File: src/rtl/stpq_pkg.sv
package stpq_pkg;

    localparam int CAPACITY_DEF = 16;
    localparam int NUM_LEVELS   = 3;
    localparam int TAG_W        = 16;
    localparam int AGE_W        = 8;
    localparam int DATA_W       = TAG_W + AGE_W;
    localparam int LEVEL_W      = 2;
    localparam int REQ_W        = 3;
    localparam int OCC_W        = 5;

    typedef enum logic [1:0] {
        STAT_OK        = 2'd0,
        STAT_EMPTY     = 2'd1,
        STAT_FULL      = 2'd2,
        STAT_BAD_LEVEL = 2'd3
    } status_t;

    typedef enum logic {
        MODE_PUSH = 1'b0,
        MODE_POP  = 1'b1
    } mode_t;

    typedef enum logic {
        S_IDLE,
        S_POP
    } state_t;

endpackage

File: src/rtl/stpq_mem.sv
module stpq_mem
    import stpq_pkg::*;
#(
    parameter int DEPTH  = NUM_LEVELS * CAPACITY_DEF,
    parameter int ADDR_W = $clog2(NUM_LEVELS * CAPACITY_DEF)
) (
    input  logic              clk,
    input  logic              we,
    input  logic [ADDR_W-1:0] waddr,
    input  logic [DATA_W-1:0] wdata,
    input  logic              re,
    input  logic [ADDR_W-1:0] raddr,
    output logic [DATA_W-1:0] rdata
);

    logic [DATA_W-1:0] mem [DEPTH];
    logic [DATA_W-1:0] rdata_reg;

    always_ff @(posedge clk)
    begin
        if (we)
        begin
            mem[waddr] <= wdata;
        end
    end

    always_ff @(posedge clk)
    begin
        if (re)
        begin
            rdata_reg <= mem[raddr];
        end
    end

    assign rdata = rdata_reg;

endmodule

File: src/rtl/stpq_ctrl.sv
module stpq_ctrl
    import stpq_pkg::*;
#(
    parameter int CAPACITY = CAPACITY_DEF,
    parameter int ADDR_W   = $clog2(NUM_LEVELS * CAPACITY_DEF)
) (
    input  logic               clk,
    input  logic               rst_n,
    input  logic               start,
    output logic               busy,
    input  logic               mode,
    input  logic [REQ_W-1:0]   priority_req,
    input  logic [TAG_W-1:0]   record_tag,
    input  logic [AGE_W-1:0]   age,
    output logic               done,
    output logic [1:0]         status,
    output logic               out_valid,
    output logic [LEVEL_W-1:0] out_priority,
    output logic [TAG_W-1:0]   out_tag,
    output logic [AGE_W-1:0]   out_age,
    output logic [OCC_W-1:0]   occupancy,
    output logic               mem_we,
    output logic [ADDR_W-1:0]  mem_waddr,
    output logic [DATA_W-1:0]  mem_wdata,
    output logic               mem_re,
    output logic [ADDR_W-1:0]  mem_raddr,
    input  logic [DATA_W-1:0]  mem_rdata
);

    localparam int PTR_W = $clog2(CAPACITY);
    localparam int CNT_W = $clog2(CAPACITY + 1);

    state_t             state_reg, state_next;
    logic [PTR_W-1:0]   head_reg [NUM_LEVELS];
    logic [PTR_W-1:0]   head_next [NUM_LEVELS];
    logic [PTR_W-1:0]   tail_reg [NUM_LEVELS];
    logic [PTR_W-1:0]   tail_next [NUM_LEVELS];
    logic [CNT_W-1:0]   lcnt_reg [NUM_LEVELS];
    logic [CNT_W-1:0]   lcnt_next [NUM_LEVELS];
    logic [CNT_W-1:0]   total_reg, total_next;
    logic [LEVEL_W-1:0] pop_lvl_reg, pop_lvl_next;
    logic               done_reg, done_next;
    status_t            status_reg, status_next;
    logic               valid_reg, valid_next;
    logic [LEVEL_W-1:0] prio_reg, prio_next;
    logic [TAG_W-1:0]   tag_reg, tag_next;
    logic [AGE_W-1:0]   age_reg, age_next;
    logic [OCC_W-1:0]   occ_reg, occ_next;

    logic               accept;
    logic               level_ok;
    logic               full;
    logic               empty;
    logic [LEVEL_W-1:0] push_idx;
    logic [LEVEL_W-1:0] pop_idx;

    assign accept   = start && (state_reg == S_IDLE);
    assign level_ok = (priority_req != '0) && !priority_req[REQ_W-1];
    assign full     = (total_reg == CNT_W'(CAPACITY));
    assign empty    = (total_reg == '0);
    assign push_idx = priority_req[LEVEL_W-1:0] - 1'b1;

    // highest non-empty level
    always_comb
    begin
        if (lcnt_reg[2] != '0)
        begin
            pop_idx = 2'd2;
        end
        else if (lcnt_reg[1] != '0)
        begin
            pop_idx = 2'd1;
        end
        else
        begin
            pop_idx = 2'd0;
        end
    end

    assign mem_waddr = ADDR_W'(push_idx) * ADDR_W'(CAPACITY) + ADDR_W'(tail_reg[push_idx]);
    assign mem_raddr = ADDR_W'(pop_idx) * ADDR_W'(CAPACITY) + ADDR_W'(head_reg[pop_idx]);
    assign mem_wdata = {record_tag, age};

    always_comb
    begin
        state_next   = state_reg;
        head_next    = head_reg;
        tail_next    = tail_reg;
        lcnt_next    = lcnt_reg;
        total_next   = total_reg;
        pop_lvl_next = pop_lvl_reg;
        done_next    = 1'b0;
        status_next  = status_reg;
        valid_next   = valid_reg;
        prio_next    = prio_reg;
        tag_next     = tag_reg;
        age_next     = age_reg;
        mem_we       = 1'b0;
        mem_re       = 1'b0;

        case (state_reg)
            S_IDLE:
            begin
                if (accept)
                begin
                    valid_next = 1'b0;
                    prio_next  = '0;
                    tag_next   = '0;
                    age_next   = '0;
                    if (mode == MODE_POP)
                    begin
                        if (empty)
                        begin
                            status_next = STAT_EMPTY;
                            done_next   = 1'b1;
                        end
                        else
                        begin
                            mem_re       = 1'b1;
                            pop_lvl_next = pop_idx + 1'b1;
                            head_next[pop_idx] = (head_reg[pop_idx] == PTR_W'(CAPACITY - 1))
                                ? '0 : head_reg[pop_idx] + 1'b1;
                            lcnt_next[pop_idx] = lcnt_reg[pop_idx] - 1'b1;
                            total_next = total_reg - 1'b1;
                            state_next = S_POP;
                        end
                    end
                    else if (!level_ok)
                    begin
                        status_next = STAT_BAD_LEVEL;
                        done_next   = 1'b1;
                    end
                    else if (full)
                    begin
                        status_next = STAT_FULL;
                        done_next   = 1'b1;
                    end
                    else
                    begin
                        mem_we = 1'b1;
                        tail_next[push_idx] = (tail_reg[push_idx] == PTR_W'(CAPACITY - 1))
                            ? '0 : tail_reg[push_idx] + 1'b1;
                        lcnt_next[push_idx] = lcnt_reg[push_idx] + 1'b1;
                        total_next  = total_reg + 1'b1;
                        status_next = STAT_OK;
                        done_next   = 1'b1;
                    end
                end
            end
            S_POP:
            begin
                status_next = STAT_OK;
                valid_next  = 1'b1;
                prio_next   = pop_lvl_reg;
                tag_next    = mem_rdata[DATA_W-1:AGE_W];
                age_next    = mem_rdata[AGE_W-1:0];
                done_next   = 1'b1;
                state_next  = S_IDLE;
            end
            default:
            begin
                state_next = S_IDLE;
            end
        endcase

        occ_next = OCC_W'(total_next);
    end

    always_ff @(posedge clk or negedge rst_n)
    begin
        if (!rst_n)
        begin
            state_reg <= S_IDLE;
            done_reg  <= 1'b0;
            total_reg <= '0;
            for (int i = 0; i < NUM_LEVELS; i++)
            begin
                head_reg[i] <= '0;
                tail_reg[i] <= '0;
                lcnt_reg[i] <= '0;
            end
        end
        else
        begin
            state_reg <= state_next;
            done_reg  <= done_next;
            total_reg <= total_next;
            head_reg  <= head_next;
            tail_reg  <= tail_next;
            lcnt_reg  <= lcnt_next;
        end
    end

    always_ff @(posedge clk)
    begin
        pop_lvl_reg <= pop_lvl_next;
        status_reg  <= status_next;
        valid_reg   <= valid_next;
        prio_reg    <= prio_next;
        tag_reg     <= tag_next;
        age_reg     <= age_next;
        occ_reg     <= occ_next;
    end

    assign busy         = (state_reg != S_IDLE);
    assign done         = done_reg;
    assign status       = status_reg;
    assign out_valid    = valid_reg;
    assign out_priority = prio_reg;
    assign out_tag      = tag_reg;
    assign out_age      = age_reg;
    assign occupancy    = occ_reg;

endmodule

File: src/rtl/stable_three_level_priority_queue.sv
// stable three-level priority queue: a push (mode 0) stores an entry at level 1 to 3 behind all
// entries of equal or higher level, a pop (mode 1) returns the oldest entry of the highest level
// held. an item transfers at the rising edge where start is high and busy is low. every item
// gives exactly one result, shown for one cycle with done high; the receiver cannot stall it, so
// it must take the result on that cycle. a push, a refused push and a pop on empty leave busy
// low, so a new item can follow on the next edge, and the result is registered at the transfer
// edge and shows in the next cycle. a pop that returns an entry waits on the registered read of
// the entry memory: busy is high for one cycle, the entry is first registered in the memory's
// read register and then in the result registers. no clearing pass is needed after reset.
module stable_three_level_priority_queue
    import stpq_pkg::*;
#(
    parameter int CAPACITY = CAPACITY_DEF
) (
    input  logic               clk,
    input  logic               rst_n,
    input  logic               start,
    output logic               busy,
    input  logic               mode,
    input  logic [REQ_W-1:0]   priority_req,
    input  logic [TAG_W-1:0]   record_tag,
    input  logic [AGE_W-1:0]   age,
    output logic               done,
    output logic [1:0]         status,
    output logic               out_valid,
    output logic [LEVEL_W-1:0] out_priority,
    output logic [TAG_W-1:0]   out_tag,
    output logic [AGE_W-1:0]   out_age,
    output logic [OCC_W-1:0]   occupancy
);

    // one circular buffer per level, each CAPACITY deep, packed into one memory;
    // the level itself is implied by which buffer holds the entry
    localparam int DEPTH  = NUM_LEVELS * CAPACITY;
    localparam int ADDR_W = $clog2(DEPTH);

    logic              mem_we;
    logic [ADDR_W-1:0] mem_waddr;
    logic [DATA_W-1:0] mem_wdata;
    logic              mem_re;
    logic [ADDR_W-1:0] mem_raddr;
    logic [DATA_W-1:0] mem_rdata;

    // pointers, per-level counts, total count and result registers
    stpq_ctrl #(
        .CAPACITY (CAPACITY),
        .ADDR_W   (ADDR_W)
    ) u_ctrl (
        .clk          (clk),
        .rst_n        (rst_n),
        .start        (start),
        .busy         (busy),
        .mode         (mode),
        .priority_req (priority_req),
        .record_tag   (record_tag),
        .age          (age),
        .done         (done),
        .status       (status),
        .out_valid    (out_valid),
        .out_priority (out_priority),
        .out_tag      (out_tag),
        .out_age      (out_age),
        .occupancy    (occupancy),
        .mem_we       (mem_we),
        .mem_waddr    (mem_waddr),
        .mem_wdata    (mem_wdata),
        .mem_re       (mem_re),
        .mem_raddr    (mem_raddr),
        .mem_rdata    (mem_rdata)
    );

    // tag and age storage, registered read
    stpq_mem #(
        .DEPTH  (DEPTH),
        .ADDR_W (ADDR_W)
    ) u_mem (
        .clk   (clk),
        .we    (mem_we),
        .waddr (mem_waddr),
        .wdata (mem_wdata),
        .re    (mem_re),
        .raddr (mem_raddr),
        .rdata (mem_rdata)
    );

endmodule
File: config.mk
export PLATFORM = sky130hd
export DESIGN_NAME = stable_three_level_priority_queue
export DESIGN_NICKNAME = d
export VERILOG_FILES = /design/src/rtl/stpq_pkg.sv /design/src/rtl/stpq_mem.sv /design/src/rtl/stpq_ctrl.sv /design/src/rtl/stable_three_level_priority_queue.sv
export SDC_FILE = /design/constraint.sdc
export NUM_CORES = 1
export LEC_CHECK = 0
export BUFFER_PORTS_ARGS = -buffer_cell sky130_fd_sc_hd__buf_2
export CORE_MARGIN = 2
export CORE_UTILIZATION = 55
export CTS_BUF_LIST = sky130_fd_sc_hd__clkbuf_4
export DETAILED_ROUTE_END_ITERATION = 16
export HOLD_SLACK_MARGIN = 0.05
export PLACE_DENSITY = 0.72
export SYNTH_ARGS = -nofsm -noshare
export SYNTH_HDL_FRONTEND = slang
export SYNTH_HIERARCHICAL = 1
export SYNTH_SLANG_ARGS = --single-unit
File: constraint.sdc
create_clock -name clk -period 10.2 [get_ports clk]
set_input_delay 2.04 -clock clk [delete_from_list [all_inputs] [get_ports clk]]
set_output_delay 2.04 -clock clk [all_outputs]
set_load 0.05 [all_outputs]
Word-level counts from Yosys, hierarchy flattened. Memories as Yosys holds them, arrays and structs flattened. A register that Yosys moved wholly into a read port is not among the register bits. Cells that the tools add are included.

Muxes and demuxes: 68. $lt $le $gt $ge: 4. $add $sub $neg: 10. Reduce and logical (&&, ||, !) cells: 14. Equality and inequality tests: 7. Bitwise gates (word level): 6.

Operators with widths (number): $mux W15 (4); $mux W5 (12); $mux W4 (8); $pmux W16 S2 (1); $bwmux W15 (2); $bwmux W12 (2); $bmux W5 S2 (2); $demux W5 S2 (2); $bmux W4 S2 (2); $demux W4 S2 (2); $mux W1 (16); $mux W16 (1); $pmux W8 S2 (1); $mux W2 (7); $add A6 B4 Y6 (2); $add A5 B1 Y5 const B (2); $reduce_and A5 Y1 (2); $reduce_bool A5 Y1 (2); $sub A5 B1 Y5 const B (2); $add A4 B1 Y4 const B (2); $eq A4 B4 Y1 const B (2); $mux W8 (1); $pmux W2 S2 (2); $ge A3 B3 Y1 const B (2); 17 further kinds (28).

Flip-flop bits (word level): 82. Memory bits (writable): 1152. Input bits: 31. Memories: 1. Word-level logic and storage cells: 129. Output and inout bits: 36.

Memory list: u_mem.mem (words 48, width 24, rd ports 1, clocked after Yosys merged registers in 1, write ports 1, line stpq_mem.sv:16) `logic [DATA_W-1:0] mem [DEPTH];`.

Longest topological paths before layout. Gate-level depths: netlist of run 1.

Depth after elaboration: 11. Mapped depth: 14. Depth with buffers taken out: 10.

Modules after synthesis. The synthesis of run 1 kept the hierarchy.

By module, submodules not included: stpq_mem (cells each 2206, area each 45392.3 µm², instances 1, seq. area each 35313.9 µm²); stpq_ctrl (cells each 381, area each 4309.1 µm², instances 1, seq. area each 2182.1 µm²).

Worst setup path after synthesis of run 1. OpenSTA, ideal clock, no wires.

Kind: input -> register. Start point: input port priority_req[0]. End point: memory u_mem/mem[18][0] (netlist name) (enable). Required time: 9.765 ns. Setup time: 0.435 ns. Path slack: 4.511 ns. Buffers on the path: 1. Stages: 7. Data arrival time: 5.253 ns. Cell sequence: inv_1 ha_1 buf_2 mux2i_1 o2bb2ai_1 nand4_1 nor3_1.

Elaborated cells on any way between the ends: 14. Those cells by class: add/sub: 2; mux: 9; bitwise: 1; reduce/logical: 2.

RTL lines: from (decl) (line stable_three_level_priority_queue.sv:20) `input logic [REQ_W-1:0] priority_req,`; $sub A2 B1 Y2 (line stpq_ctrl.sv:61) `assign push_idx = priority_req[LEVEL_W-1:0] - 1'b1;`; $not A2 Y3 (implied by the code) (line stpq_ctrl.sv:80) `assign mem_waddr = ADDR_W'(push_idx) * ADDR_W'(CAPACITY) + ADDR_W'(tail_reg[push_idx]);`; $bmux W4 S2 (line stpq_ctrl.sv:80); $mux W4 (implied by the code) (2 in series) (line stpq_ctrl.sv:80); $add A6 B4 Y6 (line stpq_ctrl.sv:80); net mem_waddr[1] (line stable_three_level_priority_queue.sv:38) `logic [ADDR_W-1:0] mem_waddr;`; to (decl) (line stpq_mem.sv:16).

The timed path passes the listed nets, and every way through them passes these cells. The select of a mux whose other input is x is not followed.

Worst setup path after layout of run 1.
Start point: input port priority_req[0]. End point: memory u_mem/mem[29][17] (netlist name) (enable).

Elaborated cells on any way between the ends: 14. Those cells by class: add/sub: 2; mux: 9; bitwise: 1; reduce/logical: 2.

RTL lines (line): $sub A2 B1 Y2 (*) (stpq_ctrl.sv:61); $not A2 Y3 (implied by the code) (stpq_ctrl.sv:80); $bmux W4 S2 (stpq_ctrl.sv:80); $mux W4 (implied by the code) (2 in series) (stpq_ctrl.sv:80); $add A6 B4 Y6 (*) (stpq_ctrl.sv:80); net mem_waddr[4] (stable_three_level_priority_queue.sv:38).

The timed path passes the listed nets; every way through them passes the cells marked *. The select of a mux whose other input is x is not followed.

==> out/qor.txt, run 1 <==
Status = complete, no violations
Element type at the critical path end = flop
Worst r2r src = u_ctrl/lcnt_reg[0]
Worst slack, placed = 3.559 ns
Setup bufs post-CTS = 0
Final setup margin = 4.562 ns
Peak Freq = 177.4 MHz
Most used DFF post-synth = edfxtp_1
Detailed Routing Iterations Pass 1 = 5
Total GRT Usage = 26.09%
Final #Nets = 2924
Hold Fails Final Rpt = 0
Slew margin rel. = 5.634%
CP max stage cell = nor2_2
Initial DRC Count = 3387
Delay of the slowest critical-path stage = 1.21 ns
Post-Syn Nets = 2628
# clock sinks = 1258
# fillers = 6295
Largest net degree at the start of global routing = 126
Max VDD drop = 290.7 uV
Synth area leaders = edfxtp_1 (73%), mux2i_1 (7.9%), mux4_2 (5.4%)
H-tree lvl count = 5
Routed WL per cell = 28.22 um
Hold-fix buffers, CTS = 0
Final Critical Period = 5.638 ns
Pwr/cell area = 285.1 nW/um^2
Hold Startpoint = u_ctrl/head_reg[6]
Post-synth top area cell = edfxtp_1
Root Buffer = clkbuf_4
Post-synthesis register bit count = 1258
DR vias/cell = 6.240
Die Y-Extent = 304.6 um
Initial Utilization = 55.39%
RSZ-0062 raised after global routing = no
Share of the synthesized area in the top cell type = 72.93%
Crit share post-route = 55.27%
Startpoint Class = input pin
Synthesis-to-finish area growth = 10.97%
Fraction of layout cells with a size suffix above 1 = 27.29%
EDFF count, synth = 1207
Max_cap viols = 0
Slew @ Worst Pin = 1.414 ns
GR Overflow Total = 0
Yosys warnings = 6
Port-buffer cells = 66
Most frequent cell after synthesis = edfxtp_1
CP required = 10.94 ns
Average size of a mapped cell = 19.21 sq um
Overall die area = 92790 sq um
GPL Wtd Cong = 0.9137
First-pass GRT wire length = 174.7 mm
Maximum fanout along the worst path = 24
Clock buffer count from CTS = 326
Ports = 67
Final Max Slew Viols = 0
Core Rows = 110
CTS resizes = 0
Crit path kind = input pin to flop
Hpwl dp = 69.94 mm
CP arrival = 6.38 ns
Syn Inst Count = 2587
Final wirelength = 121.0 mm
Ys async rst share = 3.657%
Worst Setup SP = priority_req[0]
TritonCTS clock tree = yes
Synth cell count leaders = edfxtp_1 (1207), mux2i_1 (390), mux4_2 (120)
Horiz. Die Dim = 304.6 um
Multi-input logic area = 11300 sq um
Worst-Skew Late Latency = 1.16 ns
Synth unique cells = 64
Worst hold slack = 0.5119 ns
Drt drc = 0
Remaining antenna violation count after routing = 0
CTS Buffer Depth = 4
Final setup violation count = 0
Routed vias = 26.76k
Vias in the first global route = 26.55k
Setup Skew = 0.08501 ns
Leak pwr = 19.02 nW
Initial antenna violation count = 5
Core ar. = 89740 sq um
Clock Pin Slew Worst Setup and Hold Paths = 0.06 ns
Util after Layout = 61.46%
Mapped cell area = 49700 sq um
Register area share after synthesis = 75.44%
Max reg flops = 1152
Cell Chain, Critical Path = buf_2 > inv_1 > ha_1 > nor2b_1 > o2bb2ai_1 > nand3_1 > nor2_2
Hold Path Class = flop to flop
Storage element area = 37500 sq um
Setup_tns = 0 ns
path summary, 6_finish.rpt:
kind                       slack, ns  cells after the start                 end
max in group asynchronous       8.72                      2  u_ctrl/head_reg[1]
hold reg to reg                 0.51                      1  u_ctrl/head_reg[6]
min in group asynchronous       0.98                      2         u_ctrl/done
hold / removal                  0.51                      1  u_ctrl/head_reg[6]
setup / recovery                4.56                      7   u_mem/mem[29][17]
setup reg to reg                4.82                     10     u_mem/rdata[23]
cells by family (layout without fill, tap and decap cells):
kind of cell,Yosys count,after routing,synth area share (%)
XOR/XNOR,10,10,0.1762
AND/OR/NAND/NOR,210,210,2.112
AO/OA/AOI/OAI,375,375,6.002
multiplexers,534,534,13.84
other,0,8,0
flip-flops,1258,1258,75.44
buffers and inverters,190,707,2.180
adder cells (fa/ha/maj),10,10,0.2517
cell usage in the layout, fill, tap and decap left out, drive strengths merged, types with 53 or more instances in the layout:
cell	n
mux4	120
a22o	53
edfxtp	1207
buf	142
nand2	61
mux2i	390
a22oi	103
nor2	66
a21oi	64
clkinv	107
clkbuf	431
worst max-delay path: cells and delay by family:
family / cells / cell delay, ns
AO/OA/AOI/OAI: 1 / 0.52
adder cells (fa/ha/maj): 1 / 0.73
buffers and inverters: 2 / 0.43
AND/OR/NAND/NOR: 3 / 2.64
per-layer routing:
layer / share of wire (%) / track usage, %
met5: 0 / 0
met4: 3.4 / 10.83
met3: 10 / 5.897
met2: 47 / 39.63
met1: 40 / 36.90
power breakdown:
group          switching, mW  internal [mW]  total, mW
sequential             0.111           5.85       5.96
clock                   1.94           2.12       4.06
combinational           3.56           2.15       5.70
cell type report:
type                            count  area share, %
Inverter                           16         0.1089
Clock buffer                      431          5.867
Tap cell                         1176          2.668
Antenna cell                        8        0.03630
Timing Repair Buffer              142          1.701
Sequential cell                  1258          67.99
Multi-Input combinational cell   1139          20.48
Clock inverter                    118          1.148
metrics by stage:
| stage | instances | area, sq um | total power [mW] |
|---|---|---|---|
| 2_1_floorplan | 2587 | 49700 | 9.941 |
| 3_3_place_gp | 3731 | 51260 | 11.61 |
| 3_5_place_dp | 3731 | 51260 | 11.68 |
| 4_1_cts | 4280 | 55130 | 15.74 |
| 5_1_grt | 4287 | 55150 | 16.28 |
| 6_report | 4288 | 55150 | 15.72 |
(Power assumes the default switching activity.)
==> inputs of run 2 (changes only) <==
==> constraint.sdc (replaced) <==
create_clock -name clk -period 5.6 [get_ports clk]
set_input_delay 1.12 -clock clk [delete_from_list [all_inputs] [get_ports clk]]
set_output_delay 1.12 -clock clk [all_outputs]
set_load 0.05 [all_outputs]
==> run 2 against run 1 <==
Effect of this change: total power is 84% higher; combinational power is 88% higher; non-clock buffer count is 64 higher; setup slack worse by 3.6 ns; clock power is 79% higher; die area stayed put; critical path depth is 3 higher; largest cell class unchanged; largest power group unchanged.
==> out/qor.txt, run 2 (same netlist as run 1, synthesis figures left out) <==
Pwr/cell area = 519.2 nW/um^2
Worst-Skew Late Latency = 1.17 ns
First-pass GRT wire length = 182.2 mm
Root Buffer = clkbuf_4
Peak Freq = 215.3 MHz
RSZ-0062 raised after global routing = no
TritonCTS clock tree = yes
Final Max Slew Viols = 0
Routed WL per cell = 29.00 um
Startpoint Class = flop
Largest net degree at the start of global routing = 80
Routed vias = 26.91k
RR Endpoint = u_mem/rdata[22]
Core ar. = 89740 sq um
Hold Path Class = input pin to flop
Port-buffer cells = 66
Crit share post-route = 82.95%
R2r worst-path depth = 10
Crit path kind = flop to flop
Final Critical Period = 4.645 ns
Hold Fails Final Rpt = 0
Max VDD drop = 394.8 uV
Die Y-Extent = 304.6 um
GR Overflow Total = 0
Cells on Worst Hold Path = 2
Hpwl dp = 74.00 mm
Drt drc = 0
Setup_tns = 0 ns
Setup Skew = 0.1077 ns
Final setup violation count = 0
Vias in the first global route = 27.56k
Max reg flops = 1152
Remaining antenna violation count after routing = 0
H-tree lvl count = 5
Ports = 67
Initial Utilization = 55.39%
Min-Delay Endpoint = u_ctrl/done
Fraction of layout cells with a size suffix above 1 = 29.12%
R2R setup slack = 0.95 ns
Overall die area = 92790 sq um
Initial DRC Count = 3496
Total Power = 28.86 mW
Worst r2r src = u_ctrl/lcnt_reg[0]
Core Rows = 110
Worst Setup SP = u_ctrl/lcnt_reg[0]
Final #Nets = 2986
Total GRT Usage = 27.25%
Horiz. Die Dim = 304.6 um
GPL Wtd Cong = 0.8823
Clock Pin Slew Worst Setup and Hold Paths = 0.07 ns
Max_cap viols = 0
Slew margin rel. = 13.90%
Element type at the critical path end = flop
Multi-input logic area = 11300 sq um
Slew @ Worst Pin = 1.288 ns
CTS Buffer Depth = 4
Detailed Routing Iterations Pass 1 = 6
Leak pwr = 19.34 nW
Util after Layout = 61.95%
# clock sinks = 1258
CP required = 6.56 ns
Commonest non-fill, non-tap cell in the layout = edfxtp_1
Synthesis-to-finish area growth = 11.85%
Status = complete, no violations
Hold Startpoint = start
CP arrival = 5.61 ns
Storage element area = 37500 sq um
Clock buffer count from CTS = 324
Commonest non-fill, non-tap cells in the layout = edfxtp_1 (1207), clkbuf_4 (445), mux2i_1 (390)
Initial antenna violation count = 3
Final wirelength = 125.3 mm
# fillers = 6324
DR vias/cell = 6.227
Maximum fanout along the worst path = 32
## run 2: cell types whose count changed in the layout (fill, tap and decap cells not counted)
cell	before	now
dlygate4sd3_1	0	1
clkinvlp_4	2	1
bufinv_16	6	3
diode_2	8	3
buf_12	3	12
buf_4	73	127
clkbuf_4	431	445
inv_2	5	12
clkinv_2	20	8
clkinv_1	87	56
## run 2: layout make-up
class / instances / share of cell area [%]
Antenna cell: 3 / 0.01350
Clock inverter: 78 / 0.6932
Timing Repair Buffer: 206 / 2.759
Sequential cell: 1258 / 67.45
Multi-Input combinational cell: 1139 / 20.32
Inverter: 16 / 0.1080
Clock buffer: 445 / 6.009
Tap cell: 1176 / 2.647
## run 2: repair_timing
item | in CTS | in global routing
resized for setup | 0 | 0
hold endpoints to repair | 46 | 0
hold buffers | 1 | 0
setup buffers | 0 | 0
## run 2: where the power goes
group	switching, mW	internal, mW	leakage (nW)
Combinational	6.49	4.21	5.57
Clock	3.48	3.78	2.25
Sequential	0.232	10.7	11.5
Total	10.2	18.7	19.3
## run 2: per-stage QoR
step                hold WS, ns  instance area [sq um]  instances  worst slack, ns
floorplan                0.4465                  49700       2587           0.8315
detailed placement       0.4819                  51850       3794           0.9561
global placement         0.4606                  51850       3794            1.066
finish                   0.2673                  55590       4321           0.9549
CTS                      0.1445                  55580       4318           0.9322
global route             0.2133                  55590       4319           0.7747
## run 2: how the worst max path moves through the flow
stage / endpoint / slack, ns
floorplan: u_mem/mem[18][0] / 0.83
CTS: u_mem/rdata[22] / 0.93
detailed placement: u_mem/rdata[22] / 0.96
global route: u_mem/rdata[22] / 0.77
finish: u_mem/rdata[22] / 0.95
global placement: u_mem/rdata[22] / 1.07
## run 2: critical path: stages (launching register included)
cell	delay, ns
dfrtp_1	0.44
or4_4	0.64
nor2_4	0.36
a2bb2oi_4	0.69
buf_12	0.33
buf_4	0.26
mux2i_1	0.09
a22o_1	0.26
a221oi_1	0.80
o22ai_1	0.22
o41ai_2	0.34
## run 2: metal layers
metal | global-route usage (%) | vias up | wire, um
met4 | 10.27 | 2 | 3852
met5 | 0 | - | 13
met3 | 7.559 | 226 | 12920
met2 | 43.28 | 1488 | 60950
met1 | 36.24 | 13757 | 47570
li1 | - | 11434 | -
